## src/sts_pkg.sv

```systemverilog
// Package for the script token scanner: constants, scan modes, token kinds,
// result record type. No dependencies.
`default_nettype none
package sts_pkg;
  localparam int unsigned PosBits  = 16;
  localparam int unsigned WordBytes = 8;
  localparam int unsigned LenBits  = 16;

  localparam logic [3:0] M_IDLE   = 4'd0;
  localparam logic [3:0] M_ID     = 4'd1;
  localparam logic [3:0] M_NUM    = 4'd2;
  localparam logic [3:0] M_BADNUM = 4'd3;
  localparam logic [3:0] M_SLASH  = 4'd4;
  localparam logic [3:0] M_LINE   = 4'd5;
  localparam logic [3:0] M_BLOCK  = 4'd6;
  localparam logic [3:0] M_BSTAR  = 4'd7;
  localparam logic [3:0] M_STR2   = 4'd8;
  localparam logic [3:0] M_STR1   = 4'd9;

  localparam logic [4:0] K_ID      = 5'd0;
  localparam logic [4:0] K_VAR     = 5'd1;
  localparam logic [4:0] K_CONST   = 5'd2;
  localparam logic [4:0] K_FUNC    = 5'd3;
  localparam logic [4:0] K_IF      = 5'd4;
  localparam logic [4:0] K_ELSE    = 5'd5;
  localparam logic [4:0] K_WHILE   = 5'd6;
  localparam logic [4:0] K_RETURN  = 5'd7;
  localparam logic [4:0] K_TRUE    = 5'd8;
  localparam logic [4:0] K_FALSE   = 5'd9;
  localparam logic [4:0] K_ALERT   = 5'd10;
  localparam logic [4:0] K_INT     = 5'd11;
  localparam logic [4:0] K_DEC     = 5'd12;
  localparam logic [4:0] K_STR     = 5'd13;
  localparam logic [4:0] K_COMMENT = 5'd14;
  localparam logic [4:0] K_UNDEF   = 5'd15;
  localparam logic [4:0] K_EOF     = 5'd16;
  localparam logic [4:0] K_PUNCT0  = 5'd17;
  localparam logic [4:0] K_DIV     = 5'd22;

  localparam logic [7:0] CH_NL    = 8'd10;
  localparam logic [7:0] CH_TAB   = 8'd9;
  localparam logic [7:0] CH_DOT   = 8'd46;
  localparam logic [7:0] CH_SLASH = 8'd47;
  localparam logic [7:0] CH_STAR  = 8'd42;
  localparam logic [7:0] CH_DQ    = 8'd34;
  localparam logic [7:0] CH_SQ    = 8'd39;
  localparam logic [7:0] CH_US    = 8'd95;
  localparam logic [7:0] CH_DOLLAR = 8'd36;

  localparam logic [4:0] TabReset = 5'd4;

  typedef struct packed {
    logic [4:0]          kind;
    logic [PosBits-1:0]  row;
    logic [PosBits-1:0]  col;
    logic [LenBits-1:0]  len;
  } token_t;

  typedef logic [WordBytes-1:0][7:0] word_t;

  function automatic logic is_alpha(input logic [7:0] b);
    return (b >= 8'd65 && b <= 8'd90) || (b >= 8'd97 && b <= 8'd122);
  endfunction

  function automatic logic is_digit(input logic [7:0] b);
    return b >= 8'd48 && b <= 8'd57;
  endfunction

  function automatic logic is_blank(input logic [7:0] b);
    return b == 8'd32 || (b >= 8'd9 && b <= 8'd13);
  endfunction

  // Punctuation mark index, 14 when the byte is not one.
  function automatic logic [3:0] punct_idx(input logic [7:0] b);
    logic [3:0] r;
    case (b)
      8'd40:  r = 4'd0;
      8'd41:  r = 4'd1;
      8'd42:  r = 4'd2;
      8'd43:  r = 4'd3;
      8'd45:  r = 4'd4;
      8'd47:  r = 4'd5;
      8'd59:  r = 4'd6;
      8'd60:  r = 4'd7;
      8'd61:  r = 4'd8;
      8'd62:  r = 4'd9;
      8'd91:  r = 4'd10;
      8'd93:  r = 4'd11;
      8'd123: r = 4'd12;
      8'd125: r = 4'd13;
      default: r = 4'd14;
    endcase
    return r;
  endfunction
endpackage
`default_nettype wire

```

## src/sts_keyword.sv

```systemverilog
// Keyword matcher: compares the word buffer against the ten keywords.
// Depends on sts_pkg.
`default_nettype none
module sts_keyword (
  input  wire sts_pkg::word_t                word_i,
  input  wire logic [sts_pkg::LenBits-1:0]   len_i,
  output logic [4:0]                          kind_o
);
  logic [4:0] k;

  function automatic logic eq(input sts_pkg::word_t w, input logic [63:0] s, input int n);
    logic r;
    r = 1'b1;
    for (int i = 0; i < 8; i++)
      if (i < n && w[i] != s[8*i +: 8]) r = 1'b0;
    return r;
  endfunction

  // keyword strings stored first byte lowest
  always_comb begin
    k = sts_pkg::K_ID;
    case (len_i)
      16'd2: if (eq(word_i, {48'd0, "fi"}, 2)) k = sts_pkg::K_IF;
      16'd3: if (eq(word_i, {40'd0, "rav"}, 3)) k = sts_pkg::K_VAR;
      16'd4: begin
        if (eq(word_i, {32'd0, "esle"}, 4)) k = sts_pkg::K_ELSE;
        else if (eq(word_i, {32'd0, "eurt"}, 4)) k = sts_pkg::K_TRUE;
      end
      16'd5: begin
        if (eq(word_i, {24'd0, "tsnoc"}, 5)) k = sts_pkg::K_CONST;
        else if (eq(word_i, {24'd0, "elihw"}, 5)) k = sts_pkg::K_WHILE;
        else if (eq(word_i, {24'd0, "eslaf"}, 5)) k = sts_pkg::K_FALSE;
        else if (eq(word_i, {24'd0, "trela"}, 5)) k = sts_pkg::K_ALERT;
      end
      16'd6: if (eq(word_i, {16'd0, "nruter"}, 6)) k = sts_pkg::K_RETURN;
      16'd8: if (eq(word_i, "noitcnuf", 8)) k = sts_pkg::K_FUNC;
      default: k = sts_pkg::K_ID;
    endcase
  end
  assign kind_o = k;
endmodule
`default_nettype wire

```

## src/sts_out_queue.sv

```systemverilog
// Four-entry result queue with skid space: holds the scanner's tokens and
// tells the scanner when another byte may enter. Depends on sts_pkg.
`default_nettype none
module sts_out_queue (
  input  wire logic             clk_i,
  input  wire logic             rst_ni,
  input  wire logic             push_i,
  input  wire logic [1:0]       cnt_i,
  input  wire sts_pkg::token_t  tok0_i,
  input  wire sts_pkg::token_t  tok1_i,
  output logic                  room_o,
  output logic                  valid_o,
  input  wire logic             ready_i,
  output sts_pkg::token_t       tok_o,
  output logic                  last_o
);
  sts_pkg::token_t mem_q [4];
  logic            lst_q [4];
  logic [1:0] wp_q, rp_q;
  logic [2:0] fill_q, fill_d;
  logic pop;

  assign valid_o = fill_q != 3'd0;
  assign pop     = valid_o && ready_i;
  assign tok_o   = mem_q[rp_q];
  assign last_o  = lst_q[rp_q];
  // a byte can bring two tokens, so take one only with two free slots
  assign room_o  = fill_q <= 3'd2;
  assign fill_d  = fill_q + (push_i ? {1'b0, cnt_i} : 3'd0) - {2'b0, pop};

  always_ff @(posedge clk_i or negedge rst_ni) begin
    if (!rst_ni) begin
      wp_q <= '0;
      rp_q <= '0;
      fill_q <= '0;
    end else begin
      fill_q <= fill_d;
      if (pop) rp_q <= rp_q + 2'd1;
      if (push_i) wp_q <= wp_q + cnt_i;
    end
  end

  always_ff @(posedge clk_i) begin
    if (push_i && cnt_i != 2'd0) begin
      mem_q[wp_q] <= tok0_i;
      lst_q[wp_q] <= cnt_i == 2'd1;
      if (cnt_i == 2'd2) begin
        mem_q[wp_q + 2'd1] <= tok1_i;
        lst_q[wp_q + 2'd1] <= 1'b1;
      end
    end
  end

`ifndef SYNTHESIS
  a_no_over: assert property (@(posedge clk_i) disable iff (!rst_ni) fill_q <= 3'd4)
    else $error("result queue overflow");
  a_push_room: assert property (@(posedge clk_i) disable iff (!rst_ni)
    push_i |-> room_o) else $error("push without room");
  a_fill_track: assert property (@(posedge clk_i) disable iff (!rst_ni)
    1'b1 |=> fill_q == $past(fill_d)) else $error("fill mismatch");
`endif
endmodule
`default_nettype wire

```

## src/script_token_scanner_core.sv

```systemverilog
// Top level of the script token scanner: scan state, position counters and
// per-byte token logic. Depends on sts_pkg, sts_keyword, sts_out_queue.
//
//  channel  | dir | handshake            | payload
//  s_axis   | in  | tvalid/tready        | tdata[7:0] text_byte, tuser end_of_text
//  m_axis   | out | tvalid/tready        | tdata[55:0] kind,row,col,len; tlast
//  cfg      | in  | cfg_we_i             | cfg_data_i[4:0] tab_advance
// One byte is taken every cycle while the result queue has two free slots.
// A request's tokens are registered in the result queue on acceptance.
// Reset clears scan state; the word buffer holds junk until written.
// An output stall fills the four-slot queue, then stops input.
`default_nettype none
module script_token_scanner_core (
  input  wire logic        clk_i,
  input  wire logic        rst_ni,
  input  wire logic        cfg_we_i,
  input  wire logic [4:0]  cfg_data_i,
  input  wire logic        s_axis_tvalid,
  output logic             s_axis_tready,
  input  wire logic [7:0]  s_axis_tdata,   // [7:0] text_byte
  input  wire logic        s_axis_tuser,   // end_of_text
  output logic             m_axis_tvalid,
  input  wire logic        m_axis_tready,
  output logic [55:0]      m_axis_tdata,   // kind[4:0], row[20:5], col[36:21], len[52:37]
  output logic             m_axis_tlast    // last_of_run
);
  localparam int unsigned PB = sts_pkg::PosBits;
  localparam int unsigned LB = sts_pkg::LenBits;
  localparam logic [PB-1:0] PosMax = '1;
  localparam logic [LB-1:0] LenMax = '1;

  logic [4:0] tab_q;
  logic [3:0] mode_q, mode_d;
  logic [PB-1:0] row_q, row_d, col_q, col_d, trow_q, trow_d, tcol_q, tcol_d;
  logic [LB-1:0] tlen_q, tlen_d, glen;
  sts_pkg::word_t wbuf_q, wbuf_d;
  logic dot_q, dot_d, eof_q, eof_d;
  logic [1:0] n;
  sts_pkg::token_t t0, t1, tnew;
  logic [4:0] kwkind;
  logic room, acc;
  logic [7:0] b;
  logic [PB-1:0] c;
  logic consumed, flushit, idch;
  logic [3:0] pi;
  logic [PB:0] tsum;

  sts_keyword u_kw (.word_i(wbuf_q), .len_i(tlen_q), .kind_o(kwkind));

  assign s_axis_tready = room;
  assign acc = s_axis_tvalid && room;
  assign b = s_axis_tdata;
  assign c = (col_q == PosMax) ? PosMax : col_q + 1'b1;
  assign glen = (tlen_q == LenMax) ? LenMax : tlen_q + 1'b1;
  assign idch = sts_pkg::is_alpha(b) || sts_pkg::is_digit(b) || b == sts_pkg::CH_US
             || b == sts_pkg::CH_DOLLAR;
  assign pi = sts_pkg::punct_idx(b);
  assign tsum = {1'b0, col_q} + {{(PB-4){1'b0}}, tab_q};

  function automatic sts_pkg::token_t mk(input logic [4:0] k, input logic [PB-1:0] r,
                                         input logic [PB-1:0] cc, input logic [LB-1:0] l);
    sts_pkg::token_t t;
    t.kind = k; t.row = r; t.col = cc; t.len = l;
    return t;
  endfunction

  always_comb begin
    mode_d = mode_q; row_d = row_q; col_d = col_q; trow_d = trow_q; tcol_d = tcol_q;
    tlen_d = tlen_q; wbuf_d = wbuf_q; dot_d = dot_q; eof_d = eof_q;
    n = 2'd0; t0 = '0; t1 = '0; tnew = '0;
    consumed = 1'b0; flushit = 1'b0;
    // pending token as it stands
    case (mode_q)
      sts_pkg::M_ID:    tnew = mk(kwkind, trow_q, tcol_q, tlen_q);
      sts_pkg::M_NUM:   tnew = mk(dot_q ? sts_pkg::K_DEC : sts_pkg::K_INT, trow_q, tcol_q, tlen_q);
      sts_pkg::M_SLASH: tnew = mk(sts_pkg::K_DIV, trow_q, tcol_q, tlen_q);
      sts_pkg::M_LINE:  tnew = mk(sts_pkg::K_COMMENT, trow_q, tcol_q, tlen_q);
      default:          tnew = mk(sts_pkg::K_UNDEF, trow_q, tcol_q, tlen_q);
    endcase
    if (!eof_q) begin
      if (s_axis_tuser) begin
        if (mode_q != sts_pkg::M_IDLE) begin
          t0 = tnew; n = 2'd1;
        end
        if (n == 2'd0) t0 = mk(sts_pkg::K_EOF, row_q, c, '0);
        else t1 = mk(sts_pkg::K_EOF, row_q, c, '0);
        n = n + 2'd1;
        mode_d = sts_pkg::M_IDLE;
        eof_d = 1'b1;
      end else begin
        case (mode_q)
          sts_pkg::M_ID: begin
            if (idch) begin
              consumed = 1'b1;
              if (tlen_q < LB'(sts_pkg::WordBytes))
                wbuf_d[tlen_q[$clog2(sts_pkg::WordBytes)-1:0]] = b;
            end else flushit = 1'b1;
          end
          sts_pkg::M_NUM: begin
            if (sts_pkg::is_alpha(b) || (b == sts_pkg::CH_DOT && dot_q)) begin
              mode_d = sts_pkg::M_BADNUM; consumed = 1'b1;
            end else if (b == sts_pkg::CH_DOT) begin
              dot_d = 1'b1; consumed = 1'b1;
            end else if (sts_pkg::is_digit(b)) consumed = 1'b1;
            else flushit = 1'b1;
          end
          sts_pkg::M_BADNUM: begin
            if (sts_pkg::is_alpha(b) || sts_pkg::is_digit(b) || b == sts_pkg::CH_DOT)
              consumed = 1'b1;
            else flushit = 1'b1;
          end
          sts_pkg::M_SLASH: begin
            if (b == sts_pkg::CH_SLASH) begin
              mode_d = sts_pkg::M_LINE; consumed = 1'b1;
            end else if (b == sts_pkg::CH_STAR) begin
              mode_d = sts_pkg::M_BLOCK; consumed = 1'b1;
            end else flushit = 1'b1;
          end
          sts_pkg::M_LINE: begin
            if (b != sts_pkg::CH_NL) consumed = 1'b1;
            else flushit = 1'b1;
          end
          sts_pkg::M_BLOCK, sts_pkg::M_BSTAR: begin
            consumed = 1'b1;
            if (mode_q == sts_pkg::M_BSTAR && b == sts_pkg::CH_SLASH) begin
              t0 = mk(sts_pkg::K_COMMENT, trow_q, tcol_q, glen); n = 2'd1;
              mode_d = sts_pkg::M_IDLE;
            end else mode_d = (b == sts_pkg::CH_STAR) ? sts_pkg::M_BSTAR : sts_pkg::M_BLOCK;
          end
          sts_pkg::M_STR2, sts_pkg::M_STR1: begin
            consumed = 1'b1;
            if (b == ((mode_q == sts_pkg::M_STR2) ? sts_pkg::CH_DQ : sts_pkg::CH_SQ)) begin
              t0 = mk(sts_pkg::K_STR, trow_q, tcol_q, glen); n = 2'd1;
              mode_d = sts_pkg::M_IDLE;
            end
          end
          default: consumed = 1'b0;
        endcase
        if (consumed) tlen_d = glen;
        if (flushit) begin
          t0 = tnew; n = 2'd1; mode_d = sts_pkg::M_IDLE;
        end
        if (!consumed && !sts_pkg::is_blank(b)) begin
          trow_d = row_q; tcol_d = c; tlen_d = LB'(1);
          if (sts_pkg::is_alpha(b) || b == sts_pkg::CH_US || b == sts_pkg::CH_DOLLAR) begin
            mode_d = sts_pkg::M_ID; wbuf_d[0] = b;
          end else if (sts_pkg::is_digit(b) || b == sts_pkg::CH_DOT) begin
            mode_d = sts_pkg::M_NUM; dot_d = b == sts_pkg::CH_DOT;
          end else if (b == sts_pkg::CH_SLASH) mode_d = sts_pkg::M_SLASH;
          else if (b == sts_pkg::CH_DQ) mode_d = sts_pkg::M_STR2;
          else if (b == sts_pkg::CH_SQ) mode_d = sts_pkg::M_STR1;
          else begin
            tnew = mk((pi == 4'd14) ? sts_pkg::K_UNDEF : sts_pkg::K_PUNCT0 + {1'b0, pi},
                      row_q, c, LB'(1));
            if (n == 2'd0) t0 = tnew; else t1 = tnew;
            n = n + 2'd1;
          end
        end
        if (b == sts_pkg::CH_NL) begin
          if (row_q != PosMax) row_d = row_q + 1'b1;
          col_d = '0;
        end else if (b == sts_pkg::CH_TAB) col_d = tsum[PB] ? PosMax : tsum[PB-1:0];
        else if (!(b == 8'd11 || b == 8'd12 || b == 8'd13)) col_d = c;
      end
    end
  end

  always_ff @(posedge clk_i or negedge rst_ni) begin
    if (!rst_ni) begin
      tab_q <= sts_pkg::TabReset;
      mode_q <= sts_pkg::M_IDLE;
      row_q <= PB'(1); col_q <= '0; trow_q <= '0; tcol_q <= '0; tlen_q <= '0;
      dot_q <= 1'b0; eof_q <= 1'b0;
    end else begin
      if (cfg_we_i) tab_q <= cfg_data_i;
      if (acc) begin
        mode_q <= mode_d; row_q <= row_d; col_q <= col_d; trow_q <= trow_d;
        tcol_q <= tcol_d; tlen_q <= tlen_d; dot_q <= dot_d; eof_q <= eof_d;
      end
    end
  end

  always_ff @(posedge clk_i) begin
    if (acc) wbuf_q <= wbuf_d;
  end

  sts_pkg::token_t tout;
  sts_out_queue u_q (
    .clk_i(clk_i), .rst_ni(rst_ni), .push_i(acc), .cnt_i(n), .tok0_i(t0), .tok1_i(t1),
    .room_o(room), .valid_o(m_axis_tvalid), .ready_i(m_axis_tready), .tok_o(tout),
    .last_o(m_axis_tlast)
  );
  assign m_axis_tdata = {3'b0, tout.len, tout.col, tout.row, tout.kind};

`ifndef SYNTHESIS
  a_eof_idle: assert property (@(posedge clk_i) disable iff (!rst_ni)
    eof_q |-> mode_q == sts_pkg::M_IDLE) else $error("mode busy after end");
  a_eof_sticky: assert property (@(posedge clk_i) disable iff (!rst_ni)
    eof_q |=> eof_q) else $error("end flag dropped");
  a_row_nz: assert property (@(posedge clk_i) disable iff (!rst_ni)
    row_q != '0) else $error("row zero");
`endif
endmodule
`default_nettype wire

```

## config.mk

```make
export PLATFORM = sky130hd
export DESIGN_NAME = script_token_scanner_core
export DESIGN_NICKNAME = d
export VERILOG_FILES = /design/src/sts_pkg.sv /design/src/sts_keyword.sv /design/src/sts_out_queue.sv /design/src/script_token_scanner_core.sv
export SDC_FILE = /design/constraint.sdc
export NUM_CORES = 1
export LEC_CHECK = 0
export BUFFER_PORTS_ARGS = -buffer_cell sky130_fd_sc_hd__buf_4
export CAP_MARGIN = 20
export CORE_MARGIN = 3
export CORE_UTILIZATION = 60
export CTS_BUF_LIST = sky130_fd_sc_hd__clkbuf_4
export DETAILED_ROUTE_END_ITERATION = 10
export MAX_ROUTING_LAYER = met4
export PLACE_DENSITY = 0.81
export SLEW_MARGIN = 40
export SYNTH_ARGS = -nofsm -noshare
export SYNTH_HDL_FRONTEND = slang
export SYNTH_HIERARCHICAL = 1
export SYNTH_SLANG_ARGS = --single-unit
```

## constraint.sdc

```tcl
create_clock -name clk_i -period 6.8 [get_ports clk_i]
set_clock_uncertainty 0.2 [all_clocks]
set_input_delay 1.02 -clock clk_i [delete_from_list [all_inputs] [get_ports clk_i]]
set_output_delay 1.02 -clock clk_i [all_outputs]
set_load 0.05 [all_outputs]
```

==> impl_metrics.ini, run 1 <==
[global_routing]
grt_max_degree = 69
grt.overflow.total = 0
grt_pass1_vias = 15842
antenna_found_initial = 3
use_met2_pct = 45.51
grt_usage_pct = 29.25
use_met1_pct = 38.99
gr-max-usage-layer = met2
use_met3_pct = 5.736
grt_pass1_wl_um = 86800

[setup_path]
r2r_slack_ps = 1680
reg2reg_depth = 14
crit_chain = or4_1 -> o32a_1 -> o21ai_2 -> nor2_2 -> inv_2 -> ha_1 -> nand3_1 -> o311ai_0 -> buf_4 -> nor2b_1 -> a21oi_1 -> nor2_4 -> buf_16 -> buf_4
crit_end = u_q/mem_q[3][51]
crit_path_max_incr_delay_ps = 630
critPathKind = reg2reg
cp.required_ps = 7030
critPathLaunchType = flop
crit_fanout = 24
crit_path_top_delay_cell = dfrtp_1
critPathTopFamily = simple AND/OR/NAND/NOR gates
cp.arrival_ps = 5350
cp.depth = 14
reg2reg_to = u_q/mem_q[3][51]
regToRegStartpoint = mode_q[2]
crit_top_cell = buf_4
critPathCaptureType = flop
worstSetupStartpoint = mode_q[2]
path_buf_inv = 4

[drt]
num_vias = 16163
drtIter0Drc = 1826
drc = 0
wl_per_cell_um = 22.28
via_per_inst = 6.589
drt_wl_total_um = 54650
final_antenna_net_count = 0
first_pass_iters = 7

[worst_hold_path]
hp-start = tcol_q[12]
holdCritPathClass = reg2reg

[power]
p_leak_nw = 9.233
ir_drop_v = 0.0004714
power_w = 0.006823
power_density_mw_per_mm2 = 284.4

[logic_synthesis]
synth.most_common_cell = edfxtp_1
avgSynthCellArea_um2 = 12.24
synth_top_cells_by_area = edfxtp_1 38%, dfrtp_1 11%, mux2_2 9.6%
async_flop_share_pct = 25.93
synth_top_area_share_pct = 38.20
synthCells = 1773
synth_area_leader_cell = edfxtp_1
synth_area_mm2 = 0.02169
synth_edf_count = 276
ys_types = 102
ys.warnings.count = 6
synth_flop_cell = edfxtp_1
ys_ff_latch = 378
ys_seq_area_share_pct = 49.89
synth_common_cells = 276 x edfxtp_1, 185 x mux2_2, 141 x nand2_1

[final_layout]
drive_gt1_share_pct = 30.17
final_cell_area_mm2 = 0.02399
num-fill-cells = 2567
layout-area-overhead-vs-synth_pct = 10.57
nets = 1950

[timing]
post-route-min-period_ps = 5117
hold_viol_final = 0
finalSetupViolations = 0
setup_tns_ps = 0
drv_slew = 0
fmax_ghz = 0.1954
period_share_pct = 75.25
timing.hold.ws_ps = 297.8
setup_ws_ps = 1683
worst_pin_slew_ps = 820.1
rsz0062_at_grt = no
relSlewSlack_pct = 45.00

[placed_design]
io_buffers = 74
dp_slack_ps = 827.8
placed_area_mm2 = 0.02275
dp_hpwl_um = 36900
place_congestion = 0.9769

[floorplanning]
die_x_um = 196.2
initial_core_util_pct = 60.99
dieArea_mm2 = 0.03847
num_rows = 69
core_mm2 = 0.03557
die_h_um = 196.2
io_pins = 78

[cts]
clkSinkCount = 378
clk_latency_ps = 810
cts_buffers = 95
cts_resized = 0
cts_hold_buf = 1
clockRootBuffer = clkbuf_4
htree_levels = 3
cts_tree = done
postCtsSetupBuffers = 0
clkSlewWorstSetupHoldPaths_ps = 60
clockBufferDepth = 3

[run_status]
status = complete, no violations

[flow_run]
cap_violations = 0
-- worst min-delay path, delay by kind of cell (launching register included) --
kind	cells	cell delay (ps)
AOI/OAI and AO/OA	1	70
and+or+nand+nor	1	50
DFF	1	350
-- logic make-up after synthesis --
family                     after synthesis  share of synthesized area [%]
AOI/OAI and AO/OA                      337                          10.75
xor gates and xnor gates                31                          1.252
adders and majority gates               17                          1.050
buffers and inverters                  160                          3.824
DFF                                    378                          49.89
muxes                                  301                          19.25
other                                    2                        0.03462
and+or+nand+nor                        547                          13.96
-- cell type report --
class                           count  area, um2  share of cell area (%)
Inverter                           29      108.9                  0.4538
Clock inverter                     28      123.9                  0.5164
Tap cell                          461      576.8                   2.405
Timing Repair Buffer              113      923.4                   3.850
Antenna cell                        3      7.507                 0.03130
Clock buffer                      144       1081                   4.507
Multi-Input combinational cell   1297      10340                   43.09
Sequential cell                   378      10830                   45.15
-- through the flow --
step                      instances  util, %
after floorplan                1835        -
after global placement         2274    63.68
after detailed placement       2277    63.95
after CTS                      2450    67.37
after global routing           2453    67.44
final                          2453    67.44
-- cell usage in the layout (no fill, tap or decap), types with 62 or more instances in the layout --
cell and n:
o21ai_0 90, edfxtp_1 276, a21oi_1 62, dfrtp_1 93, mux2_2 185, buf_4 106
conb_1 64, clkbuf_4 144, nor2_1 91, nand2_1 141
-- state kept, by name (all words and copies together) (netlist names) --
name and count:
eof_q 1, dot_q 1, u_q/fill_q 3, mode_q 4, tlen_q 16, col_q 16, u_q/mem_q 212, tab_q 5
row_q 16, wbuf_q 64, trow_q 16, u_q/lst_q 4, tcol_q 16, u_q/rp_q 2, u_q/wp_q 2
-- worst min path at each step --
stage / to / slack, ps / cells after the start
3_5_place_dp: tcol_q[12] / 290 / 2
5_1_grt: tab_q[3] / 250 / 2
3_3_place_gp: u_q/lst_q[3] / 260 / 2
6_report: tcol_q[12] / 300 / 2
2_1_floorplan: u_q/lst_q[3] / 240 / 2
4_1_cts: tab_q[3] / 250 / 2
-- routing by layer --
metal | share of wire [%] | vias to the layer above
li1 | - | 7197
met1 | 40 | 8003
met3 | 8.3 | 125
met4 | 2.6 | 0
met5 | 0 | -
met2 | 49 | 838
-- where the power goes --
| part | internal, W | leakage, nW | switching, W |
|---|---|---|---|
| Combinational | 0.000752 | 4.57 | 0.00149 |
| Clock | 0.000968 | 0.717 | 0.000923 |
| Sequential | 0.00254 | 3.94 | 0.000150 |
Note: power is estimated with default switching activity, not from simulation.
==> run 2, diff against run 1 <==
- ABC_AREA: unset -> 1
- CORE_UTILIZATION: 60 -> 59
- PLACE_DENSITY: 0.81 -> 0.82
- clock period: 6.8 -> 4.1 ns (I/O delays scaled with it)
==> impl_metrics.ini, run 2 <==
[logic_synthesis]
ys.warnings.count = 6
synth_area_leader_cell = edfxtp_1
synth_top_cells_by_area = edfxtp_1 36%, nand2_1 16%, dfrtp_1 10%
synth_flop_cell = edfxtp_1
synth_area_mm2 = 0.02330
synth_edf_count = 276
ys_types = 53
ys_ff_latch = 378
synth.most_common_cell = nand2_1
avgSynthCellArea_um2 = 7.653
ys_seq_area_share_pct = 46.45
async_flop_share_pct = 25.93
synth_common_cells = 986 x nand2_1, 308 x nand3_1, 296 x nor2_1
synth_top_area_share_pct = 35.57
synthCells = 3045

[floorplanning]
io_pins = 78
die_h_um = 204.7
initial_core_util_pct = 60.02
num_rows = 72
core_mm2 = 0.03883
dieArea_mm2 = 0.04192
die_x_um = 204.7

[global_routing]
grt_pass1_vias = 20772
grt.overflow.total = 0
gr-max-usage-layer = met2
use_met3_pct = 5.101
use_met2_pct = 50.00
antenna_found_initial = 1
grt_max_degree = 128
grt_pass1_wl_um = 106500
use_met1_pct = 44.83
grt_usage_pct = 32.66

[power]
clockPowerShare_pct = 30.7
power.switching_w = 0.004486
p_leak_nw = 12.35
seq_power_share_pct = 37.1
power_density_mw_per_mm2 = 434.8
switching_share_pct = 39.25
internal-power_w = 0.006944
p_comb_share_pct = 32.2
ir_drop_v = 0.0003464

[drt]
first_pass_iters = 8
drc = 0
wl_per_cell_um = 17.51
final_antenna_net_count = 0
via_per_inst = 5.760
num_vias = 21889
drt_wl_total_um = 66530
drtIter0Drc = 2902

[placed_design]
io_buffers = 74
dp_hpwl_um = 44370
placed_area_mm2 = 0.02469
place_congestion = 0.9539

[run_status]
status = complete, no violations

[timing]
timing.hold.ws_ps = 68.05
worst_pin_slew_ps = 866.7
finalSetupViolations = 0
rsz0062_at_grt = no
drv_slew = 0
hold_viol_final = 0
post-route-min-period_ps = 3828
fmax_ghz = 0.2612
period_share_pct = 93.36
setup_tns_ps = 0
relSlewSlack_pct = 41.61

[final_layout]
num-fill-cells = 3150
final_cell_mix = 980 x nand2_1, 308 x nand3_1, 293 x nor2_1
final_common_cell = nand2_1
top_regs = u_q/mem_q x212, wbuf_q x64
top_register = u_q/mem_q
drive_gt1_share_pct = 14.51
largest_register_ffs = 212
layout-area-overhead-vs-synth_pct = 12.82
final_cell_area_mm2 = 0.02629
nets = 3242

[cts]
cts_buffers = 99
clk_latency_ps = 840
clockBufferDepth = 3
htree_levels = 3
cts_tree = done
clkSlewWorstSetupHoldPaths_ps = 70
clkSinkCount = 378
clockRootBuffer = clkbuf_4

[setup_path]
reg2reg_depth = 21
regToRegStartpoint = mode_q[1]
cp.arrival_ps = 4330
critPathKind = in2reg
cp.required_ps = 4600
r2r_slack_ps = 360
crit_fanout = 11
critPathLaunchType = input port
reg2reg_to = u_q/fill_q[2]
critPathCaptureType = flop

[flow_run]
cap_violations = 0

[worst_hold_path]
holdCritPathClass = in2async
-- run 2: cell types whose count changed in the layout (fill, tap and decap cells not counted), sizes merged, moves of 26 or more --
cell | previous run | this run
nor2b | 29 | 1
nand3 | 46 | 321
nand2b | 28 | 0
nand2 | 142 | 1011
o211ai | 6 | 59
o21ai | 95 | 205
nor2 | 96 | 337
a21oi | 64 | 121
inv | 33 | 265
mux2 | 242 | 4
mux4 | 54 | 0
a221oi | 33 | 0
xor2 | 12 | 38
buf | 112 | 144
-- run 2: final cells by class --
cell class / instances / area (um2) / area share (%)
antenna: 1 / 2.502 / 0.009519
clock buffer: 137 / 1028 / 3.912
clock inverter: 39 / 302.8 / 1.152
inverter: 262 / 985.9 / 3.750
multi-input combinational: 2299 / 10940 / 41.62
sequential: 378 / 10830 / 41.18
tap: 518 / 648.1 / 2.465
timing repair buffer: 166 / 1553 / 5.906
-- run 2: routing by layer --
layer / share of wire, % / up-vias
met2: 46 / 1261
met5: 0 / -
li1: - / 10382
met4: 2.3 / 0
met3: 11 / 145
met1: 41 / 10101
-- run 2: how the worst max path moves through the flow --
stage | start | end | slack, ps | depth (start not counted)
6_report | s_axis_tdata[4] | u_q/fill_q[2] | 270 | 25
3_5_place_dp | s_axis_tdata[1] | u_q/mem_q[1][32] | 50 | 21
2_1_floorplan | s_axis_tdata[2] | u_q/mem_q[2][0] | 200 | 21
3_3_place_gp | s_axis_tdata[1] | u_q/mem_q[1][3] | 120 | 21
4_1_cts | mode_q[1] | u_q/mem_q[1][3] | 310 | 19
5_1_grt | mode_q[1] | u_q/mem_q[2][19] | 60 | 19
-- run 2: critical path, stage by stage --
cell	delay, ps
dlygate4sd3_1	550
buf_4	190
inv_2	110
nand2_1	60
nor2_1	270
nand2_1	160
nand2_1	110
o21ai_1	80
inv_2	90
nand2_1	90
nor2_4	120
nand2_4	60
ha_1	280
nand4_1	110
nand3_1	90
nand2_1	60
inv_1	150
nand2_1	110
inv_1	70
ha_1	150
inv_1	70
fa_1	480
xor2_1	160
nand2_1	60
nand2_1	40
-- run 2: repair_timing --
| action | CTS | global route |
|---|---|---|
| hold endpoints to repair | 161 | 0 |
| buffers inserted | 0 | 2 |
| hold buffers | 22 | 0 |
| gates resized for setup | 0 | 5 |
| setup endpoints to repair | 0 | 185 |
-- run 2: power groups by stage --
stage,Sequential [W],Combinational (W),Clock (W)
after floorplan,0.00421,0.00266,0
after global placement,0.00431,0.00361,0
after global routing,0.00425,0.00393,0.00376
after CTS,0.00423,0.00368,0.00355
final,0.00424,0.00368,0.00351
after detailed placement,0.00431,0.00365,0
-- run 2: logic make-up after synthesis --
| family | share of synthesized area, % |
|---|---|
| DFF | 46.45 |
| muxes | 0.1933 |
| xor gates and xnor gates | 1.579 |
| buffers and inverters | 7.882 |
| AOI/OAI and AO/OA | 10.70 |
| and+or+nand+nor | 32.20 |
| adders and majority gates | 0.9772 |
| other | 0.03223 |
-- run 2: stage by stage --
stage | setup slack (ps) | utilization [%] | std cells | power (W)
5_1_grt | 55.70 | 67.71 | 3800 | 0.01193
3_3_place_gp | 123.9 | 63.42 | 3596 | 0.007920
6_report | 272.2 | 67.71 | 3800 | 0.01143
4_1_cts | 307.1 | 67.58 | 3797 | 0.01147
2_1_floorplan | 195.9 | - | 3107 | 0.006862
3_5_place_dp | 45.97 | 63.58 | 3599 | 0.007963
